### src/dts_pkg.sv
// Shared types, constants and helper functions for the duration token scaler.
// Used by the result channel interface, the front end, the token queue, the back end
// and the top level.
package dts_pkg;

   localparam int VALUE_WIDTH_DEF = 64;
   localparam int QUEUE_DEPTH_DEF = 2;
   localparam int DIV_W           = 32;
   localparam int SCALE_W         = 25;
   localparam int CHUNK_W         = 32;
   localparam int STATUS_W        = 3;
   localparam int UNIT_W          = 3;

   localparam logic [DIV_W-1:0] DIVISOR_RESET = 32'd1;

   localparam logic [7:0] CH_NUL = 8'h00;
   localparam logic [7:0] CH_0   = 8'h30;
   localparam logic [7:0] CH_9   = 8'h39;
   localparam logic [7:0] CH_LS  = 8'h73;
   localparam logic [7:0] CH_LM  = 8'h6d;
   localparam logic [7:0] CH_LH  = 8'h68;
   localparam logic [7:0] CH_LD  = 8'h64;
   localparam logic [7:0] CH_LW  = 8'h77;
   localparam logic [7:0] CH_UM  = 8'h4d;
   localparam logic [7:0] CH_LY  = 8'h79;

   typedef enum logic [UNIT_W-1:0] {
      UNIT_NONE   = 3'd0,
      UNIT_SECOND = 3'd1,
      UNIT_MINUTE = 3'd2,
      UNIT_HOUR   = 3'd3,
      UNIT_DAY    = 3'd4,
      UNIT_WEEK   = 3'd5,
      UNIT_MONTH  = 3'd6,
      UNIT_YEAR   = 3'd7
   } unit_type;

   typedef enum logic [STATUS_W-1:0] {
      STAT_OK        = 3'd0,
      STAT_NOT_DIGIT = 3'd1,
      STAT_ZERO_DIV  = 3'd2,
      STAT_GARBAGE   = 3'd3,
      STAT_ZERO_VAL  = 3'd4,
      STAT_TRUNCATE  = 3'd5
   } status_type;

   // Per-token flags handed from the front end to the back end.
   typedef struct packed {
      logic     bad_first;
      logic     bad_suffix;
      unit_type unit_sel;
   } token_flags_type;

   localparam int FLAGS_W = $bits(token_flags_type);

   function automatic logic is_digit(input logic [7:0] c);
      return (c >= CH_0) && (c <= CH_9);
   endfunction

   function automatic unit_type suffix_code(input logic [7:0] c);
      unit_type u;
      case (c)
         CH_LS:   u = UNIT_SECOND;
         CH_LM:   u = UNIT_MINUTE;
         CH_LH:   u = UNIT_HOUR;
         CH_LD:   u = UNIT_DAY;
         CH_LW:   u = UNIT_WEEK;
         CH_UM:   u = UNIT_MONTH;
         CH_LY:   u = UNIT_YEAR;
         default: u = UNIT_NONE;
      endcase
      return u;
   endfunction

   function automatic logic [SCALE_W-1:0] unit_scale(input unit_type u);
      logic [SCALE_W-1:0] s;
      case (u)
         UNIT_NONE:   s = 25'd1;
         UNIT_SECOND: s = 25'd1;
         UNIT_MINUTE: s = 25'd60;
         UNIT_HOUR:   s = 25'd3600;
         UNIT_DAY:    s = 25'd86400;
         UNIT_WEEK:   s = 25'd604800;
         UNIT_MONTH:  s = 25'd2678400;
         UNIT_YEAR:   s = 25'd31622400;
         default:     s = 25'd1;
      endcase
      return s;
   endfunction

endpackage

### src/dts_req_if.sv
// Character channel of the duration token scaler: valid/ready plus one character.
// Depends on nothing.
interface dts_req_if;
   logic       valid;
   logic       ready;
   logic [7:0] ch;

   modport source (output valid, output ch, input ready);
   modport sink   (input valid, input ch, output ready);
endinterface

### src/dts_rsp_if.sv
// Result channel of the duration token scaler: valid/ready plus status and value.
// Depends on dts_pkg for the status width and the default value width.
interface dts_rsp_if
   import dts_pkg::*;
#(
   parameter int VALUE_WIDTH = VALUE_WIDTH_DEF
);
   logic                   valid;
   logic                   ready;
   logic [STATUS_W-1:0]    status;
   logic [VALUE_WIDTH-1:0] value;

   modport source (output valid, output status, output value, input ready);
   modport sink   (input valid, input status, input value, output ready);
endinterface

### src/dts_queue.sv
// Short register FIFO that carries finished token records from front to back.
// Depends on dts_pkg only for its default depth.
module dts_queue
   import dts_pkg::*;
#(
   parameter int WIDTH = 8,
   parameter int DEPTH = QUEUE_DEPTH_DEF
) (
   input  logic             clock,
   input  logic             reset,
   input  logic             push,
   input  logic [WIDTH-1:0] push_data,
   output logic             full,
   input  logic             pop,
   output logic [WIDTH-1:0] pop_data,
   output logic             not_empty
);

   localparam int PTR_W = (DEPTH > 1) ? $clog2(DEPTH) : 1;
   localparam int CNT_W = $clog2(DEPTH + 1);

   logic [WIDTH-1:0] entry_ff [DEPTH];
   logic [PTR_W-1:0] wr_ptr_ff, wr_ptr_in;
   logic [PTR_W-1:0] rd_ptr_ff, rd_ptr_in;
   logic [CNT_W-1:0] count_ff,  count_in;
   logic             do_push, do_pop;

   assign full      = (count_ff == CNT_W'(DEPTH));
   assign not_empty = (count_ff != '0);
   assign pop_data  = entry_ff[rd_ptr_ff];
   assign do_push   = push && !full;
   assign do_pop    = pop && not_empty;

   always_comb begin
      wr_ptr_in = wr_ptr_ff;
      rd_ptr_in = rd_ptr_ff;
      count_in  = count_ff;
      if (do_push) begin
         wr_ptr_in = (wr_ptr_ff == PTR_W'(DEPTH - 1)) ? '0 : wr_ptr_ff + 1'b1;
      end
      if (do_pop) begin
         rd_ptr_in = (rd_ptr_ff == PTR_W'(DEPTH - 1)) ? '0 : rd_ptr_ff + 1'b1;
      end
      if (do_push && !do_pop) begin
         count_in = count_ff + 1'b1;
      end else if (do_pop && !do_push) begin
         count_in = count_ff - 1'b1;
      end
   end

   always_ff @(posedge clock) begin
      if (reset) begin
         wr_ptr_ff <= '0;
         rd_ptr_ff <= '0;
         count_ff  <= '0;
      end else begin
         wr_ptr_ff <= wr_ptr_in;
         rd_ptr_ff <= rd_ptr_in;
         count_ff  <= count_in;
      end
   end

   always_ff @(posedge clock) begin
      if (do_push) begin
         entry_ff[wr_ptr_ff] <= push_data;
      end
   end

endmodule

### src/dts_front.sv
// Character front end: parses digits and the unit suffix one item per cycle while
// the queue is not full, holds the divisor register and emits one token record at each NUL.
// Depends on dts_pkg and dts_req_if.
module dts_front
   import dts_pkg::*;
#(
   parameter int VALUE_WIDTH = VALUE_WIDTH_DEF
) (
   input  logic                   clock,
   input  logic                   reset,
   dts_req_if.sink                req_if,
   input  logic                   csr_we,
   input  logic [DIV_W-1:0]       csr_wdata,
   input  logic                   q_full,
   output logic                   rec_push,
   output token_flags_type        rec_flags,
   output logic [DIV_W-1:0]       rec_divisor,
   output logic [VALUE_WIDTH-1:0] rec_accum
);

   typedef enum logic [2:0] {
      PH_FIRST  = 3'b001,
      PH_DIGITS = 3'b010,
      PH_SKIP   = 3'b100
   } phase_type;

   localparam logic [VALUE_WIDTH-1:0] VAL_MAX = '1;

   phase_type              phase_ff, phase_in;
   logic [VALUE_WIDTH-1:0] accum_ff, accum_in;
   unit_type               unit_ff, unit_in;
   logic                   bad_first_ff, bad_first_in;
   logic                   bad_suffix_ff, bad_suffix_in;
   logic [DIV_W-1:0]       divisor_ff, divisor_in;

   logic                   accept;
   logic                   digit;
   logic [3:0]             digit_val;
   logic [VALUE_WIDTH+3:0] times_ten;
   unit_type               code;

   assign req_if.ready = !q_full;
   assign accept       = req_if.valid && req_if.ready;
   assign digit        = is_digit(req_if.ch);
   assign digit_val    = 4'(req_if.ch - CH_0);
   assign code         = suffix_code(req_if.ch);

   // Anything that spills above the value width means the count has saturated.
   assign times_ten = {1'b0, accum_ff, 3'b000} + {3'b000, accum_ff, 1'b0}
                      + (VALUE_WIDTH + 4)'(digit_val);

   assign rec_push              = accept && (req_if.ch == CH_NUL);
   assign rec_flags.bad_first   = bad_first_ff || (phase_ff == PH_FIRST);
   assign rec_flags.bad_suffix  = bad_suffix_ff;
   assign rec_flags.unit_sel    = unit_ff;
   assign rec_divisor           = divisor_ff;
   assign rec_accum             = accum_ff;

   always_comb begin
      phase_in      = phase_ff;
      accum_in      = accum_ff;
      unit_in       = unit_ff;
      bad_first_in  = bad_first_ff;
      bad_suffix_in = bad_suffix_ff;
      divisor_in    = csr_we ? csr_wdata : divisor_ff;
      if (accept) begin
         if (req_if.ch == CH_NUL) begin
            phase_in      = PH_FIRST;
            accum_in      = '0;
            unit_in       = UNIT_NONE;
            bad_first_in  = 1'b0;
            bad_suffix_in = 1'b0;
         end else begin
            case (phase_ff)
               PH_FIRST: begin
                  if (digit) begin
                     accum_in = VALUE_WIDTH'(digit_val);
                     phase_in = PH_DIGITS;
                  end else begin
                     bad_first_in = 1'b1;
                     phase_in     = PH_SKIP;
                  end
               end
               PH_DIGITS: begin
                  if (digit) begin
                     accum_in = (times_ten[VALUE_WIDTH+3:VALUE_WIDTH] != 4'd0)
                                ? VAL_MAX : times_ten[VALUE_WIDTH-1:0];
                  end else begin
                     unit_in       = code;
                     bad_suffix_in = (code == UNIT_NONE);
                     phase_in      = PH_SKIP;
                  end
               end
               PH_SKIP: begin
                  phase_in = PH_SKIP;
               end
               default: begin
                  phase_in = PH_SKIP;
               end
            endcase
         end
      end
   end

   always_ff @(posedge clock) begin
      if (reset) begin
         phase_ff      <= PH_FIRST;
         accum_ff      <= '0;
         unit_ff       <= UNIT_NONE;
         bad_first_ff  <= 1'b0;
         bad_suffix_ff <= 1'b0;
         divisor_ff    <= DIVISOR_RESET;
      end else begin
         phase_ff      <= phase_in;
         accum_ff      <= accum_in;
         unit_ff       <= unit_in;
         bad_first_ff  <= bad_first_in;
         bad_suffix_ff <= bad_suffix_in;
         divisor_ff    <= divisor_in;
      end
   end

endmodule

### src/dts_back.sv
// Token back end: scales the count by the unit with a chunked multiplier, checks it,
// if a unit is set, divides by the divisor one quotient bit per cycle, then registers it.
// Depends on dts_pkg and dts_rsp_if.
module dts_back
   import dts_pkg::*;
#(
   parameter int VALUE_WIDTH = VALUE_WIDTH_DEF
) (
   input  logic                   clock,
   input  logic                   reset,
   input  logic                   q_valid,
   input  token_flags_type        q_flags,
   input  logic [DIV_W-1:0]       q_divisor,
   input  logic [VALUE_WIDTH-1:0] q_accum,
   output logic                   q_pop,
   dts_rsp_if.source              rsp_if
);

   localparam int NCHUNK = (VALUE_WIDTH + CHUNK_W - 1) / CHUNK_W;
   localparam int IDX_W  = (NCHUNK > 1) ? $clog2(NCHUNK) : 1;
   localparam int PP_W   = CHUNK_W + SCALE_W;
   localparam int SH_W   = NCHUNK * CHUNK_W + PP_W;
   localparam int CNT_W  = $clog2(VALUE_WIDTH);

   typedef enum logic [6:0] {
      ST_IDLE  = 7'b0000001,
      ST_MUL   = 7'b0000010,
      ST_ADD   = 7'b0000100,
      ST_CHECK = 7'b0001000,
      ST_DIV   = 7'b0010000,
      ST_FIN   = 7'b0100000,
      ST_EMIT  = 7'b1000000
   } back_state_type;

   back_state_type          state_ff, state_in;
   logic [VALUE_WIDTH-1:0]  accum_ff, accum_in;
   unit_type                unit_ff, unit_in;
   logic [DIV_W-1:0]        div_ff, div_in;
   logic [IDX_W-1:0]        idx_ff, idx_in;
   logic [PP_W-1:0]         pp_ff, pp_in;
   logic [VALUE_WIDTH-1:0]  prod_ff, prod_in;
   logic [VALUE_WIDTH-1:0]  quo_ff, quo_in;
   logic [DIV_W-1:0]        rem_ff, rem_in;
   logic [CNT_W-1:0]        cnt_ff, cnt_in;
   status_type              res_status_ff, res_status_in;
   logic [VALUE_WIDTH-1:0]  res_value_ff, res_value_in;
   logic                    out_valid_ff, out_valid_in;
   logic [STATUS_W-1:0]     out_status_ff, out_status_in;
   logic [VALUE_WIDTH-1:0]  out_value_ff, out_value_in;

   logic [NCHUNK*CHUNK_W-1:0] acc_pad;
   logic [CHUNK_W-1:0]        chunk;
   logic [SH_W-1:0]           pp_shift;
   logic [DIV_W:0]            rem_sh;
   logic                      rem_ge;
   logic                      out_free;

   assign acc_pad  = (NCHUNK * CHUNK_W)'(accum_ff);
   assign chunk    = CHUNK_W'(acc_pad >> {idx_ff, 5'b00000});
   assign pp_shift = SH_W'(pp_ff) << {idx_ff, 5'b00000};
   assign rem_sh   = {rem_ff, quo_ff[VALUE_WIDTH-1]};
   assign rem_ge   = (rem_sh >= {1'b0, div_ff});
   assign out_free = !out_valid_ff || rsp_if.ready;
   assign q_pop    = (state_ff == ST_IDLE) && q_valid;

   assign rsp_if.valid  = out_valid_ff;
   assign rsp_if.status = out_status_ff;
   assign rsp_if.value  = out_value_ff;

   always_comb begin
      state_in      = state_ff;
      accum_in      = accum_ff;
      unit_in       = unit_ff;
      div_in        = div_ff;
      idx_in        = idx_ff;
      pp_in         = pp_ff;
      prod_in       = prod_ff;
      quo_in        = quo_ff;
      rem_in        = rem_ff;
      cnt_in        = cnt_ff;
      res_status_in = res_status_ff;
      res_value_in  = res_value_ff;
      out_valid_in  = out_valid_ff && !rsp_if.ready;
      out_status_in = out_status_ff;
      out_value_in  = out_value_ff;

      case (state_ff)
         ST_IDLE: begin
            if (q_valid) begin
               accum_in     = q_accum;
               unit_in      = q_flags.unit_sel;
               div_in       = q_divisor;
               idx_in       = '0;
               prod_in      = '0;
               res_value_in = '0;
               if (q_flags.bad_first) begin
                  res_status_in = STAT_NOT_DIGIT;
                  state_in      = ST_EMIT;
               end else if (q_divisor == '0) begin
                  res_status_in = STAT_ZERO_DIV;
                  state_in      = ST_EMIT;
               end else if (q_flags.bad_suffix) begin
                  res_status_in = STAT_GARBAGE;
                  state_in      = ST_EMIT;
               end else begin
                  state_in = ST_MUL;
               end
            end
         end
         ST_MUL: begin
            pp_in    = chunk * unit_scale(unit_ff);
            state_in = ST_ADD;
         end
         ST_ADD: begin
            // Partial products above the value width drop out: the scaling wraps.
            prod_in = prod_ff + pp_shift[VALUE_WIDTH-1:0];
            if (idx_ff == IDX_W'(NCHUNK - 1)) begin
               state_in = ST_CHECK;
            end else begin
               idx_in   = idx_ff + 1'b1;
               state_in = ST_MUL;
            end
         end
         ST_CHECK: begin
            if (prod_ff == '0) begin
               res_status_in = STAT_ZERO_VAL;
               res_value_in  = '0;
               state_in      = ST_EMIT;
            end else if (unit_ff == UNIT_NONE) begin
               res_status_in = STAT_OK;
               res_value_in  = prod_ff;
               state_in      = ST_EMIT;
            end else begin
               quo_in   = prod_ff;
               rem_in   = '0;
               cnt_in   = CNT_W'(VALUE_WIDTH - 1);
               state_in = ST_DIV;
            end
         end
         ST_DIV: begin
            rem_in = rem_ge ? DIV_W'(rem_sh - {1'b0, div_ff}) : rem_sh[DIV_W-1:0];
            quo_in = {quo_ff[VALUE_WIDTH-2:0], rem_ge};
            cnt_in = cnt_ff - 1'b1;
            if (cnt_ff == '0) begin
               state_in = ST_FIN;
            end
         end
         ST_FIN: begin
            if (rem_ff == '0) begin
               res_status_in = STAT_OK;
               res_value_in  = quo_ff;
            end else begin
               res_status_in = STAT_TRUNCATE;
               res_value_in  = '0;
            end
            state_in = ST_EMIT;
         end
         ST_EMIT: begin
            if (out_free) begin
               out_valid_in  = 1'b1;
               out_status_in = res_status_ff;
               out_value_in  = res_value_ff;
               state_in      = ST_IDLE;
            end
         end
         default: begin
            state_in = ST_IDLE;
         end
      endcase
   end

   always_ff @(posedge clock) begin
      if (reset) begin
         state_ff     <= ST_IDLE;
         out_valid_ff <= 1'b0;
      end else begin
         state_ff     <= state_in;
         out_valid_ff <= out_valid_in;
      end
   end

   always_ff @(posedge clock) begin
      accum_ff      <= accum_in;
      unit_ff       <= unit_in;
      div_ff        <= div_in;
      idx_ff        <= idx_in;
      pp_ff         <= pp_in;
      prod_ff       <= prod_in;
      quo_ff        <= quo_in;
      rem_ff        <= rem_in;
      cnt_ff        <= cnt_in;
      res_status_ff <= res_status_in;
      res_value_ff  <= res_value_in;
      out_status_ff <= out_status_in;
      out_value_ff  <= out_value_in;
   end

endmodule

### src/duration_token_scaler.sv
// Duration token scaler: the front end takes one character item per cycle while the
// queue has room; each token's record waits in a QUEUE_DEPTH-entry queue (two by
// default) for the back end. The back end takes a new token only once it has emitted
// the last one; with a unit set, its one-bit-per-cycle divider bounds throughput per token.
// Synchronous active-high reset clears the parser, queue and result; divisor resets to 1.
module duration_token_scaler
   import dts_pkg::*;
#(
   parameter int VALUE_WIDTH = VALUE_WIDTH_DEF,
   parameter int QUEUE_DEPTH = QUEUE_DEPTH_DEF
) (
   input  logic             clock,
   input  logic             reset,
   dts_req_if.sink          req_if,
   dts_rsp_if.source        rsp_if,
   input  logic             csr_we,
   input  logic [DIV_W-1:0] csr_wdata
);

   localparam int REC_W = FLAGS_W + DIV_W + VALUE_WIDTH;

   logic                   q_full;
   logic                   q_not_empty;
   logic                   q_pop;
   logic                   rec_push;
   token_flags_type        rec_flags;
   logic [DIV_W-1:0]       rec_divisor;
   logic [VALUE_WIDTH-1:0] rec_accum;
   logic [REC_W-1:0]       push_data;
   logic [REC_W-1:0]       pop_data;
   token_flags_type        q_flags;
   logic [DIV_W-1:0]       q_divisor;
   logic [VALUE_WIDTH-1:0] q_accum;

   assign push_data = {rec_flags, rec_divisor, rec_accum};
   assign {q_flags, q_divisor, q_accum} = pop_data;

   dts_front #(
      .VALUE_WIDTH (VALUE_WIDTH)
   ) u_front (
      .clock       (clock),
      .reset       (reset),
      .req_if      (req_if),
      .csr_we      (csr_we),
      .csr_wdata   (csr_wdata),
      .q_full      (q_full),
      .rec_push    (rec_push),
      .rec_flags   (rec_flags),
      .rec_divisor (rec_divisor),
      .rec_accum   (rec_accum)
   );

   dts_queue #(
      .WIDTH (REC_W),
      .DEPTH (QUEUE_DEPTH)
   ) u_queue (
      .clock     (clock),
      .reset     (reset),
      .push      (rec_push),
      .push_data (push_data),
      .full      (q_full),
      .pop       (q_pop),
      .pop_data  (pop_data),
      .not_empty (q_not_empty)
   );

   dts_back #(
      .VALUE_WIDTH (VALUE_WIDTH)
   ) u_back (
      .clock     (clock),
      .reset     (reset),
      .q_valid   (q_not_empty),
      .q_flags   (q_flags),
      .q_divisor (q_divisor),
      .q_accum   (q_accum),
      .q_pop     (q_pop),
      .rsp_if    (rsp_if)
   );

endmodule
### src/flat_wrapper.sv
// flat-port wrapper written by rule: the top's interface ports become plain ports
module duration_token_scaler_flat import dts_pkg::*;
#(
   parameter int VALUE_WIDTH = VALUE_WIDTH_DEF,
   parameter int QUEUE_DEPTH = QUEUE_DEPTH_DEF
)
  (clock, reset, csr_we, csr_wdata, req_if_valid, req_if_ch, req_if_ready, rsp_if_valid, rsp_if_status, rsp_if_value, rsp_if_ready);
  dts_req_if req_if_i ();
  dts_rsp_if #(.VALUE_WIDTH(VALUE_WIDTH)) rsp_if_i ();
  input  logic clock;
  input  logic reset;
  input  logic csr_we;
  input  logic [DIV_W-1:0] csr_wdata;
  input wire logic [$bits(req_if_i.valid)-1:0] req_if_valid;
  input wire logic [$bits(req_if_i.ch)-1:0] req_if_ch;
  output wire logic [$bits(req_if_i.ready)-1:0] req_if_ready;
  output wire logic [$bits(rsp_if_i.valid)-1:0] rsp_if_valid;
  output wire logic [$bits(rsp_if_i.status)-1:0] rsp_if_status;
  output wire logic [$bits(rsp_if_i.value)-1:0] rsp_if_value;
  input wire logic [$bits(rsp_if_i.ready)-1:0] rsp_if_ready;
  assign req_if_i.valid = req_if_valid;
  assign req_if_i.ch = req_if_ch;
  assign req_if_ready = req_if_i.ready;
  assign rsp_if_valid = rsp_if_i.valid;
  assign rsp_if_status = rsp_if_i.status;
  assign rsp_if_value = rsp_if_i.value;
  assign rsp_if_i.ready = rsp_if_ready;
  duration_token_scaler #(.VALUE_WIDTH(VALUE_WIDTH), .QUEUE_DEPTH(QUEUE_DEPTH)) u_core (.clock(clock), .reset(reset), .req_if(req_if_i), .rsp_if(rsp_if_i), .csr_we(csr_we), .csr_wdata(csr_wdata));
endmodule
### config.mk
export PLATFORM = sky130hd
export DESIGN_NAME = duration_token_scaler_flat
export DESIGN_NICKNAME = d
export VERILOG_FILES = /design/src/dts_pkg.sv /design/src/dts_req_if.sv /design/src/dts_rsp_if.sv /design/src/dts_queue.sv /design/src/dts_front.sv /design/src/dts_back.sv /design/src/duration_token_scaler.sv /design/src/flat_wrapper.sv
export SDC_FILE = /design/constraint.sdc
export NUM_CORES = 2
export LEC_CHECK = 0
export ABC_AREA = 1
export BUFFER_PORTS_ARGS = -buffer_cell sky130_fd_sc_hd__buf_2
export CORE_AREA = 2 2 333 335
export CTS_BUF_LIST = sky130_fd_sc_hd__clkbuf_4
export DETAILED_ROUTE_END_ITERATION = 7
export DIE_AREA = 0 0 335 337
export GPL_TIMING_DRIVEN = 0
export PLACE_DENSITY = 0.79
export SYNTH_ARGS = -nofsm -noshare
export SYNTH_HDL_FRONTEND = slang
export SYNTH_SLANG_ARGS = --single-unit
### constraint.sdc
create_clock -name clock -period 7.53 [get_ports clock]
set_clock_uncertainty 0.15 [all_clocks]
set_input_delay 1.1295 -clock clock [delete_from_list [all_inputs] [get_ports clock]]
set_output_delay 1.1295 -clock clock [all_outputs]
set_load 0.02 [all_outputs]
==> results.toml <==
[run_status]
outcome = "finished, violations left"
failed_checks = "setup timing"

[worst_setup_path]
required_ps = 8260
cp-end-kind = "flip-flop"
critPathMaxFanout = 7
cp.buffers_inverters = 12
worst-setup-path-type = "reg -> reg"
crit_slowest_cell = "fa_2"
cpMostUsedCell = "fa_1"
crit_family = "adder cells"
worst_path_largest_cell_delay_ps = 610
cp_data_arrival_time_ps = 8350
start_kind = "flip-flop"

[synth]
synthesis.area_um2 = 65200
synth_ff_type = "edfxtp_1"
async_flop_share = 0
ys_warn_count = 0
yosysSeqAreaShare = 0.344
synth_edf_count = 659
synthCells = 7448
avgSynthCellArea_um2 = 8.75
syn_nets = 8585
ys_ff_latch = 789
synth_cell_types = 65

[die]
start_util = 0.595
die_h_um = 337
die_area_um2 = 113000
ios = 114
die_x_um = 335
coreArea_um2 = 110000
rows = 122

[clocking]
cts_buffers = 200
cts_buffer_depth = 3
cts_tree = "yes"
clkTransAtPathRegs_ps = 70
cts-htree-levels = 4
clock_sinks = 789
clock-root-buffer = "clkbuf_4"
clk_latency_ps = 1160

[grt]
grt-ovfl-total = 0
grt_max_degree = 54
grt_pass1_vias = 52430
grt_usage = 0.351
antenna_found_initial = 4
grt_pass1_wl_um = 299000

[finish]
fillers = 8862
multi_input_area_um2 = 37400
seq_area_um2 = 22400
final_cell_area_um2 = 73600
drive_above_1_share = 0.146
layout-area-overhead-vs-synth_pct = 13.0
fin_nets = 9060

[detailed_routing]
drtAntennaViolNets = 0
avgViaCountPerCell = 5.60
wire_per_inst_um = 21.0
remaining_drc_errors = 0
drtPass1Iterations = 6
routed_wl_um = 200000
drtIter0Drc = 5208
num_vias = 53317

[timing]
timing.final.crit_share = 1.01
maxSlewHeadroom = 0.236
period_minus_slack_ps = 7620
tightestPinTransition_ps = 1150
final_hold_viol_count = 0
rsz0062_at_grt = "true"
slew_viol_final = 0
fin_tns_setup_ps = -211
finalSetupViolCount = 9
timing.final.ws_setup_ps = -90.0
max_freq_mhz = 131

[placement]
port_buffers = 112
gp_congestion = 1.01
hpwl_um = 160000
placed_cell_area_um2 = 67800

[run]
cap_viol_max_count = 0

[worst_hold_path]
hold_class = "in -> reg"
==> worst register-to-register path, delay by kind of cell, from the launching register on <==
family	cells	cell delay [ps]
AND/OR/NAND/NOR	10	1190
AO/OA/AOI/OAI	2	280
flip-flops	1	350
buffers and inverters	12	1450
adder cells (fa/ha/maj)	8	4000
==> synth_stat cells, types with 32 or more instances <==
library cell,n,area [um^2]
a21oi_1,372,1860
a32o_1,32,320
clkbuf_1,134,503
dfxtp_1,130,2600
edfxtp_1,659,19800
fa_1,555,11100
ha_1,537,6720
inv_1,1602,6010
mux2_2,83,935
nand2_1,1284,4820
nand3_1,156,781
nand4_1,46,288
nor2_1,876,3290
nor3_1,55,275
nor4_1,38,238
o21ai_0,371,1860
o21bai_1,49,368
o32ai_1,34,298
or2_2,49,307
xor2_1,62,543
==> cell families after synthesis <==
kind of cell | count (synthesis) | synth area share
AOI/OAI and AO/OA | 1022 | 0.0908
xor gates and xnor gates | 88 | 0.0118
adders and majority gates | 1092 | 0.274
buffers and inverters | 1813 | 0.106
DFF | 789 | 0.344
muxes | 85 | 0.0146
and+or+nand+nor | 2559 | 0.160
==> stage by stage <==
stage	hold slack (ps)	utilization	setup WS, ps	std cells
CTS	1.12	0.656	-58.8	9433
detailed placement	255	0.619	-2120	9000
floorplan	250	-	349	7448
finish	113	0.672	-90.0	9527
global placement	250	0.616	-2140	8986
global route	44.9	0.672	-273	9525
==> path summary, 6_finish.rpt <==
| check | from | to | slack [ps] | cells past startpoint |
|---|---|---|---|---|
| worst max-delay path | u_core.u_back.idx_ff$_SDFFCE_PN0P_ | u_core.u_back.pp_ff[55]$_DFFE_PP_ | -90 | 32 |
| worst min-delay path | csr_wdata[23] | u_core.u_front.rec_divisor[23]$_SDFFE_PP0P_ | 110 | 3 |
| worst max register to register | u_core.u_back.idx_ff$_SDFFCE_PN0P_ | u_core.u_back.pp_ff[55]$_DFFE_PP_ | -90 | 32 |
| worst min register to register | u_core.u_queue.rd_ptr_ff$_SDFFE_PP0P_ | flip-flop | 230 | 1 |
==> routing by layer <==
layer | wire length [um] | global-route usage | vias to the layer above
met2 | 90900 | 0.556 | 2474
met1 | 82000 | 0.474 | 25537
met5 | 0 | 0 | -
met4 | 9180 | 0.151 | 0
li1 | - | - | 24880
met3 | 17800 | 0.0673 | 426
==> state kept, by name (all words and copies together), names as in the netlist, 2 cells and up, named ones only <==
name                         flops
u_core.u_back.state_ff           7
u_core.u_back.unit_ff            3
u_core.u_front.unit_ff           3
u_core.u_back.res_status_ff      3
u_core.u_back.acc_pad           64
u_core.u_back.quo_ff            64
u_core.u_back.rem_ff            32
u_core.u_back.prod_ff           64
u_core.u_queue.entry_ff        202
u_core.u_back.pp_ff             57
u_core.u_back.rsp_if.status      3
u_core.u_queue.count_ff          2
u_core.u_front.rec_accum        64
u_core.u_front.phase_ff          3
u_core.u_front.rec_divisor      32
u_core.u_back.res_value_ff      64
u_core.u_back.cnt_ff             6
u_core.u_back.rsp_if.value      64
u_core.u_back.div_ff            32
==> placed cells by master, fill, tap and decap left out, types with 31 or more instances in the layout <==
| cell type | count |
|---|---|
| nor2_2 | 48 |
| nand4_1 | 46 |
| ha_1 | 512 |
| edfxtp_1 | 659 |
| dfxtp_1 | 130 |
| or2_2 | 35 |
| buf_4 | 127 |
| nor3_1 | 55 |
| nand2_1 | 1247 |
| clkinv_1 | 49 |
| a32o_1 | 32 |
| inv_1 | 1543 |
| buf_2 | 135 |
| o21ai_0 | 329 |
| nand3_1 | 151 |
| inv_2 | 81 |
| xor2_1 | 57 |
| fa_1 | 518 |
| clkbuf_4 | 301 |
| fa_2 | 37 |
| nor2_1 | 818 |
| clkbuf_1 | 95 |
| nand2_2 | 36 |
| o32ai_1 | 34 |
| mux2_2 | 83 |
| o21bai_1 | 49 |
| a21oi_1 | 360 |
| a21oi_2 | 31 |
| nor4_1 | 31 |
==> area by class of cell <==
type | count | share of cell area
diodes | 5 | 0.000170
plain buffers | 179 | 0.0153
clock buffers | 296 | 0.0302
clock inverters | 79 | 0.00617
inverters | 1634 | 0.0836
multi-input cells | 4847 | 0.507
flip-flops and latches | 789 | 0.304
well taps | 1426 | 0.0242
repair buffers | 272 | 0.0288
==> what timing repair did <==
action,in CTS,in global routing
setup endpoints to repair,43,36
cloned,1,6
buffers inserted,53,84
hold buffers,4,0
endpoints found under the hold margin,4,0
pin swaps,27,156
gates resized for setup,244,341
Power is not shown: default switching activity piles up to over one toggle a cycle in this logic, so the estimate is an artifact.
